<file path="src/knt_pkg.sv">
// Package for the k-nomial tree neighbour finder.
// Holds field widths, register indexes, result codes, the controller state type
// and the command and status bundles between controller and datapath. No dependencies.
`default_nettype none

package knt_pkg;

    // Default sizes handed to the top level
    localparam int MAX_MEMBERS_DEF = 1024;
    localparam int MAX_DEGREE_DEF  = 16;

    // Fixed field widths
    localparam int IDX_W      = 10;
    localparam int COUNT_W    = 11;
    localparam int ROOT_W     = 10;
    localparam int DEG_W      = 5;
    localparam int METHOD_W   = 3;
    localparam int STATUS_W   = 2;
    localparam int CFG_IDX_W  = 3;
    localparam int CFG_DATA_W = 11;

    // Configuration register indexes
    typedef enum logic [CFG_IDX_W-1:0] {
        REG_MEMBER_COUNT = 3'd0,
        REG_ROOT_INDEX   = 3'd1,
        REG_DEGREE       = 3'd2,
        REG_DIRECTION    = 3'd3,
        REG_AGGREGATE    = 3'd4,
        REG_BROADCAST    = 3'd5
    } t_reg_idx;

    // Phase method codes
    localparam logic [METHOD_W-1:0] METH_REDUCE_WP    = 3'd0;
    localparam logic [METHOD_W-1:0] METH_REDUCE_TERM  = 3'd1;
    localparam logic [METHOD_W-1:0] METH_GATHER_WP    = 3'd2;
    localparam logic [METHOD_W-1:0] METH_RECV_TERM    = 3'd3;
    localparam logic [METHOD_W-1:0] METH_SEND_TERM    = 3'd4;
    localparam logic [METHOD_W-1:0] METH_BCAST_WP     = 3'd5;
    localparam logic [METHOD_W-1:0] METH_SCATTER_WP   = 3'd6;
    localparam logic [METHOD_W-1:0] METH_SCATTER_TERM = 3'd7;

    // Result status codes
    localparam logic [STATUS_W-1:0] STS_PEER      = 2'd0;
    localparam logic [STATUS_W-1:0] STS_NO_PEERS  = 2'd1;
    localparam logic [STATUS_W-1:0] STS_BAD_RANGE = 2'd2;

    // Controller states
    typedef enum logic [3:0] {
        ST_IDLE,
        ST_POW,
        ST_DIG,
        ST_SETUP,
        ST_ROUTE,
        ST_LVL_MUL,
        ST_K_INIT,
        ST_CHILD,
        ST_PARENT,
        ST_STATUS
    } t_knt_state;

    // Controller to datapath commands
    typedef struct packed {
        logic load;
        logic pow_step;
        logic dig_step;
        logic setup;
        logic lvl_mul;
        logic k_init;
        logic k_step;
        logic lvl_next;
        logic emit_child;
        logic emit_par;
        logic emit_stat;
    } t_knt_cmd;

    // Datapath to controller status
    typedef struct packed {
        logic invalid;
        logic pow_done;
        logic dig_found;
        logic has_up;
        logic has_down;
        logic fanout;
        logic peer_ok;
        logic k_end;
        logic lvl_end;
        logic out_free;
    } t_knt_sts;

    // Method code from direction, modifiers and neighbour presence
    function automatic logic [METHOD_W-1:0] pick_method(
        input logic fanout,
        input logic aggregate,
        input logic broadcast,
        input logic has_up,
        input logic has_down
    );
        logic [METHOD_W-1:0] m;
        if (!fanout) begin
            if (!has_down)
                m = METH_SEND_TERM;
            else if (aggregate)
                m = has_up ? METH_REDUCE_WP : METH_REDUCE_TERM;
            else
                m = has_up ? METH_GATHER_WP : METH_RECV_TERM;
        end else begin
            if (!has_down)
                m = METH_RECV_TERM;
            else if (broadcast)
                m = has_up ? METH_BCAST_WP : METH_SEND_TERM;
            else
                m = has_up ? METH_SCATTER_WP : METH_SCATTER_TERM;
        end
        return m;
    endfunction

endpackage

`default_nettype wire

</file>
<file path="src/knt_cfg.sv">
// Configuration registers of the k-nomial tree neighbour finder.
// Holds the written values and presents the saturated member count and degree.
// Depends on knt_pkg.
`default_nettype none

module knt_cfg #(
    parameter int MAX_MEMBERS = knt_pkg::MAX_MEMBERS_DEF,
    parameter int MAX_DEGREE  = knt_pkg::MAX_DEGREE_DEF,
    localparam int NW  = $clog2(MAX_MEMBERS + 1),
    localparam int DGW = $clog2(MAX_DEGREE + 1)
) (
    input  wire logic                           i_clk,
    input  wire logic                           i_rst_n,
    input  wire logic                           i_cfg_we,
    input  wire logic [knt_pkg::CFG_IDX_W-1:0]  i_cfg_index,
    input  wire logic [knt_pkg::CFG_DATA_W-1:0] i_cfg_data,
    output logic      [NW-1:0]                  o_n,
    output logic      [knt_pkg::ROOT_W-1:0]     o_root,
    output logic      [DGW-1:0]                 o_deg,
    output logic                                o_fanout,
    output logic                                o_aggregate,
    output logic                                o_broadcast
);
    import knt_pkg::*;

    logic [COUNT_W-1:0] r_count;
    logic [ROOT_W-1:0]  r_root;
    logic [DEG_W-1:0]   r_degree;
    logic               r_fanout;
    logic               r_aggregate;
    logic               r_broadcast;

    // Take register writes
    always_ff @(posedge i_clk) begin
        if (!i_rst_n) begin
            r_count     <= COUNT_W'(1);
            r_root      <= '0;
            r_degree    <= DEG_W'(2);
            r_fanout    <= 1'b0;
            r_aggregate <= 1'b0;
            r_broadcast <= 1'b0;
        end else if (i_cfg_we) begin
            case (i_cfg_index)
                REG_MEMBER_COUNT: r_count     <= i_cfg_data[COUNT_W-1:0];
                REG_ROOT_INDEX:   r_root      <= i_cfg_data[ROOT_W-1:0];
                REG_DEGREE:       r_degree    <= i_cfg_data[DEG_W-1:0];
                REG_DIRECTION:    r_fanout    <= i_cfg_data[0];
                REG_AGGREGATE:    r_aggregate <= i_cfg_data[0];
                REG_BROADCAST:    r_broadcast <= i_cfg_data[0];
                default: ;
            endcase
        end
    end

    // Saturate member count to the tree size and degree into its legal range
    always_comb begin
        if (32'(r_count) > 32'(MAX_MEMBERS))
            o_n = NW'(MAX_MEMBERS);
        else
            o_n = NW'(r_count);

        if (r_degree < DEG_W'(2))
            o_deg = DGW'(2);
        else if (32'(r_degree) > 32'(MAX_DEGREE))
            o_deg = DGW'(MAX_DEGREE);
        else
            o_deg = DGW'(r_degree);
    end

    assign o_root      = r_root;
    assign o_fanout    = r_fanout;
    assign o_aggregate = r_aggregate;
    assign o_broadcast = r_broadcast;

endmodule

`default_nettype wire

</file>
<file path="src/knt_dp.sv">
// Datapath of the k-nomial tree neighbour finder: rank, power table, digit
// walk, child stepping and the result register. Driven by knt_ctrl commands.
// Depends on knt_pkg.
`default_nettype none

module knt_dp #(
    parameter int MAX_MEMBERS = knt_pkg::MAX_MEMBERS_DEF,
    parameter int MAX_DEGREE  = knt_pkg::MAX_DEGREE_DEF,
    localparam int NW  = $clog2(MAX_MEMBERS + 1),
    localparam int DGW = $clog2(MAX_DEGREE + 1)
) (
    input  wire logic                         i_clk,
    input  wire logic                         i_rst_n,
    input  wire knt_pkg::t_knt_cmd            i_cmd,
    output knt_pkg::t_knt_sts                 o_sts,
    input  wire logic [knt_pkg::IDX_W-1:0]    i_my_index,
    input  wire logic [NW-1:0]                i_n,
    input  wire logic [knt_pkg::ROOT_W-1:0]   i_root,
    input  wire logic [DGW-1:0]               i_deg,
    input  wire logic                         i_fanout,
    input  wire logic                         i_aggregate,
    input  wire logic                         i_broadcast,
    input  wire logic                         i_out_ready,
    output logic                              o_out_valid,
    output logic [knt_pkg::IDX_W-1:0]         o_peer_index,
    output logic                              o_is_parent,
    output logic [knt_pkg::METHOD_W-1:0]      o_method,
    output logic [knt_pkg::STATUS_W-1:0]      o_status,
    output logic                              o_last
);
    import knt_pkg::*;

    localparam int RW   = $clog2(MAX_MEMBERS);
    localparam int KW   = $clog2(MAX_DEGREE);
    localparam int LVLS = $clog2(MAX_MEMBERS);
    localparam int LW   = (LVLS > 1) ? $clog2(LVLS) : 1;
    localparam int PW   = RW + DGW + 1;

    // Item state
    logic              r_invalid;
    logic [RW-1:0]     r_rank;
    logic [RW-1:0]     r_pw;
    logic [RW-1:0]     r_pow [LVLS];
    logic [LW-1:0]     r_lvl;
    logic [RW-1:0]     r_rem;
    logic [RW-1:0]     r_lvl_rem;
    logic [RW-1:0]     r_parent_rel;
    logic              r_has_up;
    logic              r_has_down;
    logic [LW-1:0]     r_top;
    logic [PW-1:0]     r_mul;
    logic [PW-1:0]     r_peer;
    logic [KW-1:0]     r_k;
    logic              r_hi_out;

    // Result register
    logic                r_out_valid;
    logic [IDX_W-1:0]    r_peer_index;
    logic                r_is_parent;
    logic [METHOD_W-1:0] r_method;
    logic [STATUS_W-1:0] r_status;
    logic                r_last;

    logic [NW:0]         rank_sum;
    logic [NW:0]         rank_c;
    logic                invalid_c;
    logic [RW+DGW-1:0]   prod;
    logic                pow_done;
    logic [RW-1:0]       p_cur;
    logic                levels_exist;
    logic [LW-1:0]       top_c;
    logic                peer_ok;
    logic                k_end;
    logic                lvl_end;
    logic                last_child;
    logic                out_free;
    logic [RW-1:0]       rel_sel;
    logic [NW:0]         abs_sum;
    logic [NW:0]         abs_c;
    logic [DGW-1:0]      deg_m1;
    logic [METHOD_W-1:0] meth;

    assign deg_m1 = i_deg - DGW'(1);
    assign p_cur  = r_pow[r_lvl];

    // Range check and root-relative rank of the incoming index
    always_comb begin
        invalid_c = (i_n == '0) || (32'(i_my_index) >= 32'(i_n)) ||
                    (32'(i_root) >= 32'(i_n));
        rank_sum  = (NW+1)'(i_my_index) + (NW+1)'(i_n) - (NW+1)'(i_root);
        if (rank_sum >= (NW+1)'(i_n))
            rank_c = rank_sum - (NW+1)'(i_n);
        else
            rank_c = rank_sum;
    end

    // Next power of the degree
    assign prod     = (RW+DGW)'(r_pw) * (RW+DGW)'(i_deg);
    assign pow_done = ((RW+DGW+1)'(prod) >= (RW+DGW+1)'(i_n)) || (r_lvl == LW'(LVLS - 1));

    // Children start below the parent's digit level, or at the top for the root
    assign levels_exist = !r_has_up || (r_lvl != '0);
    assign top_c        = r_has_up ? r_lvl - LW'(1) : r_lvl;

    // Child stepping status
    assign peer_ok = r_peer < PW'(i_n);
    assign k_end   = i_fanout ? (r_k == KW'(deg_m1)) : (r_k == KW'(1));
    assign lvl_end = i_fanout ? (r_lvl == '0) : (r_lvl == r_top);

    always_comb begin
        if (i_fanout)
            last_child = (r_lvl == '0) && (k_end || (r_peer + PW'(1) >= PW'(i_n)));
        else
            last_child = (r_k == KW'(1)) && ((r_lvl == r_top) || r_hi_out) && !r_has_up;
    end

    // Convert a relative rank back to an absolute index
    always_comb begin
        rel_sel = i_cmd.emit_par ? r_parent_rel : RW'(r_peer);
        abs_sum = (NW+1)'(rel_sel) + (NW+1)'(i_root);
        if (abs_sum >= (NW+1)'(i_n))
            abs_c = abs_sum - (NW+1)'(i_n);
        else
            abs_c = abs_sum;
    end

    assign meth     = pick_method(i_fanout, i_aggregate, i_broadcast, r_has_up, r_has_down);
    assign out_free = !r_out_valid || i_out_ready;

    // Item working registers
    always_ff @(posedge i_clk) begin
        if (i_cmd.load) begin
            r_invalid  <= invalid_c;
            r_rank     <= RW'(rank_c);
            r_pw       <= RW'(1);
            r_pow[0]   <= RW'(1);
            r_lvl      <= '0;
            r_has_up   <= 1'b0;
            r_has_down <= 1'b0;
        end

        // Build the power table up to the largest power below the member count
        if (i_cmd.pow_step) begin
            if (!pow_done) begin
                r_pow[r_lvl + LW'(1)] <= RW'(prod);
                r_pw                  <= RW'(prod);
                r_lvl                 <= r_lvl + LW'(1);
            end else begin
                r_rem     <= r_rank;
                r_lvl_rem <= r_rank;
            end
        end

        // Walk digits from the top: subtract, drop a level, or record the parent
        if (i_cmd.dig_step) begin
            if (r_rem >= p_cur) begin
                r_rem <= r_rem - p_cur;
            end else if (r_rem != '0) begin
                r_lvl     <= r_lvl - LW'(1);
                r_lvl_rem <= r_rem;
            end else if (r_rank != '0) begin
                r_has_up     <= 1'b1;
                r_parent_rel <= r_rank - r_lvl_rem;
            end
        end

        if (i_cmd.setup) begin
            r_top      <= top_c;
            r_has_down <= levels_exist && ((RW+1)'(r_rank) + (RW+1)'(1) < (RW+1)'(i_n));
            r_lvl      <= i_fanout ? top_c : '0;
        end

        if (i_cmd.lvl_mul)
            r_mul <= PW'(p_cur) * PW'(deg_m1);

        // Start a level: highest multiple for fanin, lowest for fanout
        if (i_cmd.k_init) begin
            if (i_fanout) begin
                r_peer <= PW'(r_rank) + PW'(p_cur);
                r_k    <= KW'(1);
            end else begin
                r_peer <= PW'(r_rank) + r_mul;
                r_k    <= KW'(deg_m1);
            end
            r_hi_out <= (PW'(r_rank) + r_mul + PW'(p_cur)) >= PW'(i_n);
        end

        if (i_cmd.k_step) begin
            if (i_fanout) begin
                r_peer <= r_peer + PW'(p_cur);
                r_k    <= r_k + KW'(1);
            end else begin
                r_peer <= r_peer - PW'(p_cur);
                r_k    <= r_k - KW'(1);
            end
        end

        if (i_cmd.lvl_next)
            r_lvl <= i_fanout ? r_lvl - LW'(1) : r_lvl + LW'(1);
    end

    // Result register valid
    always_ff @(posedge i_clk) begin
        if (!i_rst_n)
            r_out_valid <= 1'b0;
        else if (i_cmd.emit_child || i_cmd.emit_par || i_cmd.emit_stat)
            r_out_valid <= 1'b1;
        else if (i_out_ready)
            r_out_valid <= 1'b0;
    end

    // Result register payload
    always_ff @(posedge i_clk) begin
        if (i_cmd.emit_stat) begin
            r_peer_index <= '0;
            r_is_parent  <= 1'b0;
            r_method     <= meth;
            r_status     <= r_invalid ? STS_BAD_RANGE : STS_NO_PEERS;
            r_last       <= 1'b1;
        end else if (i_cmd.emit_par) begin
            r_peer_index <= IDX_W'(abs_c);
            r_is_parent  <= 1'b1;
            r_method     <= meth;
            r_status     <= STS_PEER;
            r_last       <= !i_fanout || !r_has_down;
        end else if (i_cmd.emit_child) begin
            r_peer_index <= IDX_W'(abs_c);
            r_is_parent  <= 1'b0;
            r_method     <= meth;
            r_status     <= STS_PEER;
            r_last       <= last_child;
        end
    end

    always_comb begin
        o_sts.invalid   = r_invalid;
        o_sts.pow_done  = pow_done;
        o_sts.dig_found = (r_rem == '0);
        o_sts.has_up    = r_has_up;
        o_sts.has_down  = r_has_down;
        o_sts.fanout    = i_fanout;
        o_sts.peer_ok   = peer_ok;
        o_sts.k_end     = k_end;
        o_sts.lvl_end   = lvl_end;
        o_sts.out_free  = out_free;
    end

    assign o_out_valid  = r_out_valid;
    assign o_peer_index = r_peer_index;
    assign o_is_parent  = r_is_parent;
    assign o_method     = r_method;
    assign o_status     = r_status;
    assign o_last       = r_last;

endmodule

`default_nettype wire

</file>
<file path="src/knt_ctrl.sv">
// Controller of the k-nomial tree neighbour finder: sequences the power build,
// digit walk and neighbour emission for one item at a time.
// Depends on knt_pkg.
`default_nettype none

module knt_ctrl (
    input  wire logic              i_clk,
    input  wire logic              i_rst_n,
    input  wire logic              i_in_valid,
    output logic                   o_in_ready,
    input  wire knt_pkg::t_knt_sts i_sts,
    output knt_pkg::t_knt_cmd      o_cmd
);
    import knt_pkg::*;

    t_knt_state r_state;
    t_knt_state n_state;
    logic       child_go;

    // A child step proceeds unless a valid peer waits for the result register
    assign child_go = !i_sts.peer_ok || i_sts.out_free;

    always_ff @(posedge i_clk) begin
        if (!i_rst_n)
            r_state <= ST_IDLE;
        else
            r_state <= n_state;
    end

    // Next state
    always_comb begin
        n_state = r_state;
        case (r_state)
            ST_IDLE:
                if (i_in_valid)
                    n_state = ST_POW;
            ST_POW:
                if (i_sts.invalid)
                    n_state = ST_STATUS;
                else if (i_sts.pow_done)
                    n_state = ST_DIG;
            ST_DIG:
                if (i_sts.dig_found)
                    n_state = ST_SETUP;
            ST_SETUP:
                n_state = ST_ROUTE;
            ST_ROUTE:
                if (!i_sts.has_up && !i_sts.has_down)
                    n_state = ST_STATUS;
                else if (!i_sts.fanout)
                    n_state = i_sts.has_down ? ST_LVL_MUL : ST_PARENT;
                else
                    n_state = i_sts.has_up ? ST_PARENT : ST_LVL_MUL;
            ST_LVL_MUL:
                n_state = ST_K_INIT;
            ST_K_INIT:
                n_state = ST_CHILD;
            ST_CHILD:
                if (child_go && i_sts.k_end) begin
                    if (!i_sts.lvl_end)
                        n_state = ST_LVL_MUL;
                    else if (!i_sts.fanout && i_sts.has_up)
                        n_state = ST_PARENT;
                    else
                        n_state = ST_IDLE;
                end
            ST_PARENT:
                if (i_sts.out_free)
                    n_state = (i_sts.fanout && i_sts.has_down) ? ST_LVL_MUL : ST_IDLE;
            ST_STATUS:
                if (i_sts.out_free)
                    n_state = ST_IDLE;
            default:
                n_state = ST_IDLE;
        endcase
    end

    // Commands
    always_comb begin
        o_cmd      = '0;
        o_in_ready = 1'b0;
        case (r_state)
            ST_IDLE: begin
                o_in_ready = 1'b1;
                o_cmd.load = i_in_valid;
            end
            ST_POW:
                o_cmd.pow_step = !i_sts.invalid;
            ST_DIG:
                o_cmd.dig_step = 1'b1;
            ST_SETUP:
                o_cmd.setup = 1'b1;
            ST_LVL_MUL:
                o_cmd.lvl_mul = 1'b1;
            ST_K_INIT:
                o_cmd.k_init = 1'b1;
            ST_CHILD:
                if (child_go) begin
                    o_cmd.emit_child = i_sts.peer_ok;
                    o_cmd.k_step     = !i_sts.k_end;
                    o_cmd.lvl_next   = i_sts.k_end && !i_sts.lvl_end;
                end
            ST_PARENT:
                o_cmd.emit_par = i_sts.out_free;
            ST_STATUS:
                o_cmd.emit_stat = i_sts.out_free;
            default: ;
        endcase
    end

endmodule

`default_nettype wire

</file>
<file path="src/knomial_tree_neighbors.sv">
// Top level of the k-nomial tree neighbour finder.
// Instantiates knt_cfg, knt_ctrl and knt_dp; depends on knt_pkg.
//
//   channel   direction  handshake                  payload
//   config    in         i_cfg_we                   i_cfg_index, i_cfg_data
//   query     in         i_in_valid / o_in_ready    i_my_index
//   neighbour out        o_out_valid / i_out_ready  o_peer_index, o_is_parent,
//                                                   o_method, o_status, o_last
//
// One query at a time. A query builds the power table of the degree (powers below the
// member count), walks the digits of its rank and routes, then for each child level forms
// the top multiple, starts the level and steps through its children; a parent or status
// result is emitted from a state of its own.
// Reset is synchronous and active low; it sets config, state and output valid only.
// A full result register stalls emission; the next query is taken once the last
// result of the current one sits in that register.
`default_nettype none

module knomial_tree_neighbors #(
    parameter int MAX_MEMBERS = knt_pkg::MAX_MEMBERS_DEF,
    parameter int MAX_DEGREE  = knt_pkg::MAX_DEGREE_DEF
) (
    input  wire logic                           i_clk,
    input  wire logic                           i_rst_n,
    input  wire logic                           i_cfg_we,
    input  wire logic [knt_pkg::CFG_IDX_W-1:0]  i_cfg_index,
    input  wire logic [knt_pkg::CFG_DATA_W-1:0] i_cfg_data,
    input  wire logic                           i_in_valid,
    output logic                                o_in_ready,
    input  wire logic [knt_pkg::IDX_W-1:0]      i_my_index,
    output logic                                o_out_valid,
    input  wire logic                           i_out_ready,
    output logic      [knt_pkg::IDX_W-1:0]      o_peer_index,
    output logic                                o_is_parent,
    output logic      [knt_pkg::METHOD_W-1:0]   o_method,
    output logic      [knt_pkg::STATUS_W-1:0]   o_status,
    output logic                                o_last
);
    import knt_pkg::*;

    localparam int NW  = $clog2(MAX_MEMBERS + 1);
    localparam int DGW = $clog2(MAX_DEGREE + 1);

    logic [NW-1:0]     cfg_n;
    logic [ROOT_W-1:0] cfg_root;
    logic [DGW-1:0]    cfg_deg;
    logic              cfg_fanout;
    logic              cfg_aggregate;
    logic              cfg_broadcast;
    t_knt_cmd          cmd;
    t_knt_sts          sts;

    // Configuration registers
    knt_cfg #(
        .MAX_MEMBERS (MAX_MEMBERS),
        .MAX_DEGREE  (MAX_DEGREE)
    ) u_cfg (
        .i_clk       (i_clk),
        .i_rst_n     (i_rst_n),
        .i_cfg_we    (i_cfg_we),
        .i_cfg_index (i_cfg_index),
        .i_cfg_data  (i_cfg_data),
        .o_n         (cfg_n),
        .o_root      (cfg_root),
        .o_deg       (cfg_deg),
        .o_fanout    (cfg_fanout),
        .o_aggregate (cfg_aggregate),
        .o_broadcast (cfg_broadcast)
    );

    // Sequencer
    knt_ctrl u_ctrl (
        .i_clk      (i_clk),
        .i_rst_n    (i_rst_n),
        .i_in_valid (i_in_valid),
        .o_in_ready (o_in_ready),
        .i_sts      (sts),
        .o_cmd      (cmd)
    );

    // Arithmetic and result register
    knt_dp #(
        .MAX_MEMBERS (MAX_MEMBERS),
        .MAX_DEGREE  (MAX_DEGREE)
    ) u_dp (
        .i_clk        (i_clk),
        .i_rst_n      (i_rst_n),
        .i_cmd        (cmd),
        .o_sts        (sts),
        .i_my_index   (i_my_index),
        .i_n          (cfg_n),
        .i_root       (cfg_root),
        .i_deg        (cfg_deg),
        .i_fanout     (cfg_fanout),
        .i_aggregate  (cfg_aggregate),
        .i_broadcast  (cfg_broadcast),
        .i_out_ready  (i_out_ready),
        .o_out_valid  (o_out_valid),
        .o_peer_index (o_peer_index),
        .o_is_parent  (o_is_parent),
        .o_method     (o_method),
        .o_status     (o_status),
        .o_last       (o_last)
    );

endmodule

`default_nettype wire
</file>
<file path="config.mk">
export PLATFORM = sky130hd
export DESIGN_NAME = knomial_tree_neighbors
export DESIGN_NICKNAME = d
export VERILOG_FILES = /design/src/knt_pkg.sv /design/src/knt_cfg.sv /design/src/knt_dp.sv /design/src/knt_ctrl.sv /design/src/knomial_tree_neighbors.sv
export SDC_FILE = /design/constraint.sdc
export NUM_CORES = 1
export LEC_CHECK = 0
export ABC_AREA = 1
export BUFFER_PORTS_ARGS = -buffer_cell sky130_fd_sc_hd__buf_2
export CAP_MARGIN = 10
export CORE_MARGIN = 5
export CORE_UTILIZATION = 65
export DETAILED_ROUTE_END_ITERATION = 6
export PLACE_DENSITY_LB_ADDON = 0.15
export SKIP_CTS_REPAIR_TIMING = 1
export SYNTH_ARGS = -nofsm -noshare
export SYNTH_HDL_FRONTEND = slang
export SYNTH_HIERARCHICAL = 1
export SYNTH_SLANG_ARGS = --single-unit
</file>
<file path="constraint.sdc">
create_clock -name i_clk -period 7.7 [get_ports i_clk]
set_clock_uncertainty 0.05 [all_clocks]
set_input_delay 0.385 -clock i_clk [delete_from_list [all_inputs] [get_ports i_clk]]
set_output_delay 0.385 -clock i_clk [all_outputs]
set_load 0.03 [all_outputs]
</file>
==> results of run 1 <==
-- placed cells by master (no fill, tap or decap), types with 7 or more instances in the layout --
cell,count
nand3_1,107
a21oi_1,169
fa_1,67
o21ai_2,7
nand2_2,12
a21boi_0,9
dfxtp_1,80
a31oi_1,24
nor2_1,289
edfxtp_1,167
inv_2,12
nor2_2,12
clkbuf_16,32
o21ai_1,51
o21bai_1,14
ha_1,243
nand4_1,29
nand2_1,484
inv_1,405
o211ai_1,17
xor2_1,91
xnor2_1,40
buf_4,38
o22ai_1,14
o21ai_0,147
buf_2,47
nor3_1,28
a21o_1,9
-- worst reg2reg max path, stage by stage (launching register included) --
cell,delay (ps)
dfxtp_1,320
nor3_1,380
nand2_1,120
a21boi_0,240
buf_4,200
nand2_1,60
inv_1,80
fa_1,450
fa_1,560
inv_1,60
fa_1,530
inv_1,40
ha_1,360
a21oi_1,230
nand2_1,90
a21oi_1,220
o21ai_0,130
xor2_1,750
ha_1,380
nand2_1,70
inv_1,40
nand2_1,70
nand3_2,80
nor2_4,160
nand3_2,120
inv_2,80
nand2_1,100
nor2_1,680
-- final cells by class --
| cell class | count | area [um2] | area share |
|---|---|---|---|
| Timing Repair Buffer | 86 | 530.5 | 0.02316 |
| Inverter | 421 | 1583 | 0.06911 |
| Sequential cell | 248 | 6638 | 0.2898 |
| Clock buffer | 38 | 833.3 | 0.03638 |
| Multi-Input combinational cell | 1936 | 12610 | 0.5505 |
| Tap cell | 442 | 553.0 | 0.02415 |
| Clock inverter | 18 | 157.7 | 0.006883 |
-- path summary, 6_finish.rpt --
check,start,end,slack [ps]
worst max-delay path,u_cfg/r_degree[1],u_dp/r_pow[4][4],670
worst min-delay path,i_cfg_data[1],u_cfg/r_degree[1],20
worst min register to register,u_dp/o_peer_index[1],u_dp/o_peer_index[1],400
worst max register to register,u_cfg/r_degree[1],u_dp/r_pow[4][4],670
-- kinds of logic after synthesis --
group,count (synthesis)
and+or+nand+nor,1005
AOI/OAI and AO/OA,490
buffers and inverters,486
adders and majority gates,310
DFF,248
xor gates and xnor gates,131
-- per-stage QoR --
step	worst slack, ps	total power [mW]
3_5_place_dp	776.8	6.441
2_1_floorplan	1223	5.357
4_1_cts	739.6	7.882
3_3_place_gp	956.0	6.260
6_report	666.3	7.935
5_1_grt	15.05	8.607
-- flip-flops by register name (all words and copies together) (netlist names), 2 cells and up --
name / cells
u_cfg/r_count: 11
u_dp/r_pow: 100
u_dp/o_peer_index: 10
u_dp/r_rank: 10
u_cfg/r_degree: 5
u_dp/o_status: 2
u_cfg/o_root: 10
u_dp/r_mul: 15
u_dp/r_pw: 10
u_dp/r_k: 4
u_dp/o_method: 3
u_ctrl/r_state: 4
u_dp/r_peer: 16
u_dp/r_parent_rel: 10
u_dp/r_lvl: 4
u_dp/r_rem: 10
u_dp/r_lvl_rem: 10
u_dp/r_top: 4
-- metal layers --
metal  part of all wire  track usage
met5                  0            0
met4              0.038       0.1058
met3              0.069      0.04028
met2               0.48       0.5429
met1               0.42       0.4082
-- power groups by stage --
stage | logic [mW] | clock network, mW | registers [mW]
floorplan | 3.44 | 0 | 1.92
global placement | 4.32 | 0 | 1.94
detailed placement | 4.49 | 0 | 1.95
CTS | 4.55 | 1.41 | 1.92
global route | 5.20 | 1.47 | 1.94
finish | 4.62 | 1.39 | 1.93
==> summary.md, run 1 <==
| Metric | Value |
|---|---|
| Status | `finished clean` |
| HP Class | `primary input to flip-flop` |
| Sequential area share after synthesis | `0.3130` |
| Final nets | `3062` |
| Hpwl dp | `43730 um` |
| Die height | `190.6 um` |
| Total internal power | `4.227 mW` |
| Syn. warnings | `6` |
| Fmax | `0.1422 GHz` |
| Post-route cell area | `0.02290 mm2` |
| Synth area leaders | `edfxtp_1 24%, ha_1 14%, nand2_1 8.6%` |
| Layout cells sized above 1 | `0.07572` |
| CTS tree | `done` |
| Req. time, crit path | `7880 ps` |
| Adder-cell share of the synthesized area | `0.2066` |
| Worst-margin pin slew | `982.7 ps` |
| Slowest CP cell | `xor2_1` |
| Initial cell density of the core | `0.6550` |
| Fin crit period | `7034 ps` |
| Via count of the first global-routing pass | `17960` |
| Placed instance count | `3132` |
| # IOs | `48` |
| Number of enable flip-flop cells after synthesis | `167` |
| Latest clock arrival within the worst-skew pair | `600 ps` |
| XOR/XNOR share of the synthesized area | `0.05411` |
| Switching pwr | `3.708 mW` |
| Final Setup Violations | `0` |
| Synth Area per Inst | `7.942 um2` |
| Fin util | `0.7075` |
| Critical path's top delay family | `adder cells` |
| Filler instances | `2726` |
| PD cells | `346.5 mW/mm2` |
| Compound-Gate Fraction of Synth Area | `0.1293` |
| Number of cells on the critical path | `27` |
| Max_slew headroom | `0.3426` |
| CP bufs+invs | `6` |
| DRT Wirelength | `57100 um` |
| H-tree depth | `1` |
| Top cell by count, worst path | `nand2_1` |
| Grt ovf | `0` |
| Final ANT Viol Nets | `0` |
| Largest family of logic cells by synthesized area | `adder cells` |
| Critical path peak fanout | `11` |
| Async S/R FF share, synth | `0` |
| 1st-iter DRT viols | `1661` |
| Total of max-cap violations | `0` |
| Synth cell count leaders | `484 x nand2_1, 405 x inv_1, 289 x nor2_1, 243 x ha_1, 169 x a21oi_1` |
| Startpoint types | `flip-flop` |
| Root buffer cell | `clkbuf_16` |
| Vias after detailed routing | `18490` |
| Pin count of the biggest net entering global routing | `58` |
| Switching Share | `0.4673` |
| Arrival time worst endpoint | `7210 ps` |
| Mapped Cells | `2670` |
| Area delta synth->final | `8.013%` |
| Crit Path Class | `flip-flop to flip-flop` |
| Leakage power | `11.01 nW` |
| Top cell type's share of synthesized area | `0.2365` |
| Mux contribution to synthesized area | `0` |
| Drt first pass iters | `6` |
| Gr usage total | `0.3135` |
| CTS Buf Count | `30` |
| Worst-path clk slew | `60 ps` |
| Final Hold Viols | `0` |
| Most numerous cell in the Yosys netlist | `nand2_1` |
| Area post-placement | `0.02190 mm2` |
| Die W | `190.6 um` |
| Commonest register cell after synthesis | `edfxtp_1` |
| Post-Syn Nets | `3009` |
| Comb power frac | `0.582` |
| Fin crit share | `0.9135` |
| CTS max path bufs | `3` |
| Reg2Reg Depth | `27` |
| I/O Buffers | `47` |
| Largest area contributor in the netlist | `edfxtp_1` |
| Crit-path max cell delay | `750 ps` |
| Peak supply drop | `0.0002229 V` |
| Sink Count | `248` |
| # diodes | `0` |
| #FFs+latches synth | `248` |
| First-pass GRT wire length | `91260 um` |
| Setup TNS | `0 ps` |
| Hold Path Cell Cnt | `3` |
| DRC viols | `0` |
| Flop pwr share | `0.243` |
| Initial antenna violation count | `0` |
| Routed WL per cell | `17.91 um` |
| Site Rows | `66` |
| Gpl congestion | `0.9529` |
| Core ar. | `0.03237 mm2` |
| Min Hold Slack | `15.93 ps` |
| Final Max Tran Viols | `0` |
| Post-DR vias/cell | `5.799` |
| Clk pwr share | `0.175` |
| Worst Setup End Kind | `flip-flop` |
| Yosys cell types | `57` |
| Syn Std Cell Area | `0.02120 mm2` |
| Post-Synth Simple-Gate Area | `0.2038` |
| Final instance count without filler cells | `3189` |
| Setup repair after global routing missed its margin | `false` |
| Die ar. | `0.03633 mm2` |
(Power assumes the default switching activity.)
==> run 2: changes to the inputs <==
--- a/config.mk
+++ b/config.mk
@@ -10,3 +10,3 @@
 export CAP_MARGIN = 10
-export CORE_MARGIN = 5
+export CORE_MARGIN = 2
 export CORE_UTILIZATION = 65
==> constraint.sdc (replaced) <==
create_clock -name i_clk -period 7.7 [get_ports i_clk]
set_clock_uncertainty 0.05 [all_clocks]
set_input_delay 0.77 -clock i_clk [delete_from_list [all_inputs] [get_ports i_clk]]
set_output_delay 0.77 -clock i_clk [all_outputs]
set_load 0.03 [all_outputs]
==> run 2 against run 1 <==
Against the previous run:
- worst hold slack improved by 380 ps
- critical path depth did not move
- fmax fell by 0.26%
- sequential power barely moved
- combinational power barely moved
- sequential share of layout area rose by 0.11 points
- global-route usage rose by 2.6 points
- cell area fell by 0.38%
==> summary.md, run 2 (synthesized netlist as in run 1, its figures left out) <==
| Metric | Value |
|---|---|
| Status | `finished clean` |
| I/O Buffers | `47 (unchanged)` |
| Hpwl dp | `43460 um (-0.61%)` |
| Final Max Tran Viols | `0 (unchanged)` |
| Peak supply drop | `0.0002521 V (+13%)` |
| Fin crit share | `0.9159 (+0.002399)` |
| 1st-iter DRT viols | `1703 (+2.5%)` |
| Final Setup Violations | `0 (unchanged)` |
| CTS tree | `done` |
| Sink Count | `248 (unchanged)` |
| Min Hold Slack | `394.3 ps (+378.4 ps)` |
| Die W | `184.6 um (-3.1%)` |
| Core ar. | `0.03229 mm2 (-0.25%)` |
| Worst-margin pin slew | `1039 ps (+56.24 ps)` |
| Final ANT Viol Nets | `0 (unchanged)` |
| Max reg flops | `100 (unchanged)` |
| Flop pwr share | `0.244 (about the same)` |
| Switching pwr | `3.703 mW (-0.14%)` |
| Fin util | `0.7067 (-0.0008650)` |
| Switching Share | `0.4680 (+0.0007270)` |
| Vias after detailed routing | `18450 (-0.23%)` |
| Die height | `184.6 um (-3.1%)` |
| Initial antenna violation count | `0 (unchanged)` |
| Via count of the first global-routing pass | `17890 (-0.41%)` |
| Site Rows | `66 (unchanged)` |
| DRC viols | `0 (unchanged)` |
| Leakage power | `10.97 nW (-0.36%)` |
| Root buffer cell | `clkbuf_16` |
| Routed WL per cell | `18.01 um (+0.59%)` |
| Register area | `0.006638 mm2 (unchanged)` |
| Top cell by count, worst path | `nand2_1` |
| First-pass GRT wire length | `90460 um (-0.88%)` |
| Power Total | `7.912 mW (-0.30%)` |
| Comb power frac | `0.586 (+0.004)` |
| Most common cell after layout, fill and taps aside | `nand2_1` |
| Gr usage total | `0.3390 (+0.02553)` |
| # IOs | `48 (unchanged)` |
| R2r startpoint | `u_cfg/r_degree[1]` |
| Filler instances | `2676 (-1.8%)` |
| Arrival time worst endpoint | `7210 ps (about the same)` |
| Top reg by flops | `u_dp/r_pow` |
| Placed instance count | `3128 (-0.13%)` |
| Critical path peak fanout | `12 (+1)` |
| HP Class | `primary input to flip-flop` |
| Setup repair after global routing missed its margin | `false` |
| Final Hold Viols | `0 (unchanged)` |
| Final instance count without filler cells | `3180 (-0.28%)` |
| CTS Buf Count | `28 (-6.7%)` |
| Layout cells sized above 1 | `0.07341 (-0.002308)` |
| CTS max path bufs | `3 (unchanged)` |
| Startpoint types | `flip-flop` |
| Total internal power | `4.209 mW (-0.43%)` |
| Critical path's top delay family | `adder cells` |
| DRT Wirelength | `57280 um (+0.31%)` |
| Multi-input gate area | `0.01262 mm2 (about the same)` |
| Pin count of the biggest net entering global routing | `58 (unchanged)` |
| # diodes | `0 (unchanged)` |
| Largest regs | `u_dp/r_pow x100, u_dp/r_peer x16, u_dp/r_mul x15` |
| CP bufs+invs | `6 (unchanged)` |
| Setup TNS | `0 ps (unchanged)` |
| Worst Setup End Kind | `flip-flop` |
| Area delta synth->final | `7.606%` |
| Max_slew headroom | `0.3050 (-0.03762)` |
| Grt ovf | `0 (unchanged)` |
| Total of max-cap violations | `0 (unchanged)` |
| Clk pwr share | `0.170 (-0.005)` |
| Crit path launch | `u_cfg/r_degree[1]` |
| Post-DR vias/cell | `5.802 (about the same)` |
| Fmax | `0.1418 GHz (-0.26%)` |
| Latest clock arrival within the worst-skew pair | `590 ps (about the same)` |
| Req. time, crit path | `7860 ps (-20 ps)` |
| Min-delay src | `i_cfg_data[10]` |
| H-tree depth | `1 (unchanged)` |
| Worst-path clk slew | `60 ps (about the same)` |
| PD cells | `346.8 mW/mm2 (about the same)` |
| Crit Path Class | `flip-flop to flip-flop` |
| Initial cell density of the core | `0.6567 (+0.001675)` |
| Fin crit period | `7052 ps (+18.47 ps)` |
| Gpl congestion | `0.9697 (+1.8%)` |
| Most frequent cells in the layout | `484 x nand2_1, 405 x inv_1, 289 x nor2_1, 243 x ha_1, 169 x a21oi_1` |
| Die ar. | `0.03408 mm2 (-6.2%)` |
| Final nets | `3055 (-0.23%)` |
| Drt first pass iters | `6 (unchanged)` |
| Crit-path max cell delay | `770 ps (+20 ps)` |
| Slowest CP cell | `xor2_1` |
==> run 2: final timing paths <==
path | slack, ps | to | depth (start not counted)
worst min register to register | 400 | u_dp/o_peer_index[3] | 2
worst min-delay path | 390 | u_cfg/r_count[10] | 3
worst max-delay path | 650 | u_dp/r_pow[4][4] | 27
worst max register to register | 650 | u_dp/r_pow[4][4] | 27
==> run 2: metal layers <==
layer,GRT usage,part of all wire
met5,0,0
met4,0.1298,0.042
met3,0.04703,0.073
met2,0.5884,0.47
met1,0.4293,0.41
==> run 2: area by class of cell <==
type	count	share of cell area
well taps	442	0.02424
flip-flops and latches	248	0.2909
multi-input cells	1936	0.5529
repair buffers	81	0.02150
clock inverters	15	0.007129
inverters	421	0.06937
clock buffers	37	0.03394
==> run 2: power by group through the flow <==
stage	Clock [mW]	Combinational (mW)	Sequential (mW)
floorplan	0	3.44	1.92
global placement	0	4.32	1.94
detailed placement	0	4.51	1.94
CTS	1.36	4.57	1.92
global route	1.42	5.17	1.94
finish	1.34	4.64	1.93
==> run 2: worst reg2reg max path: stages, from the launching register on <==
cell      delay, ps
dfxtp_1         330
nor3_1          380
nand2_1         140
a21boi_0        210
buf_4           230
nand2_1          70
inv_1            90
fa_1            450
fa_1            560
inv_1            60
fa_1            520
inv_1            40
ha_1            370
a21oi_1         220
nand2_1          90
a21oi_1         200
o21ai_0         130
xor2_1          770
ha_1            380
nand2_1          60
inv_1            30
nand2_1          70
nand3_2          80
nor2_4          170
nand3_2         110
inv_2            80
nand2_1         100
nor2_1          680
==> run 2: through the flow <==
| step | instance area, um2 | setup WS (ps) |
|---|---|---|
| 6_report | 22820 | 647.8 |
| 5_1_grt | 22820 | 178.9 |
| 4_1_cts | 22820 | 739.1 |
| 3_5_place_dp | 21880 | 782.4 |
| 3_3_place_gp | 21880 | 1018 |
| 2_1_floorplan | 21200 | 1223 |
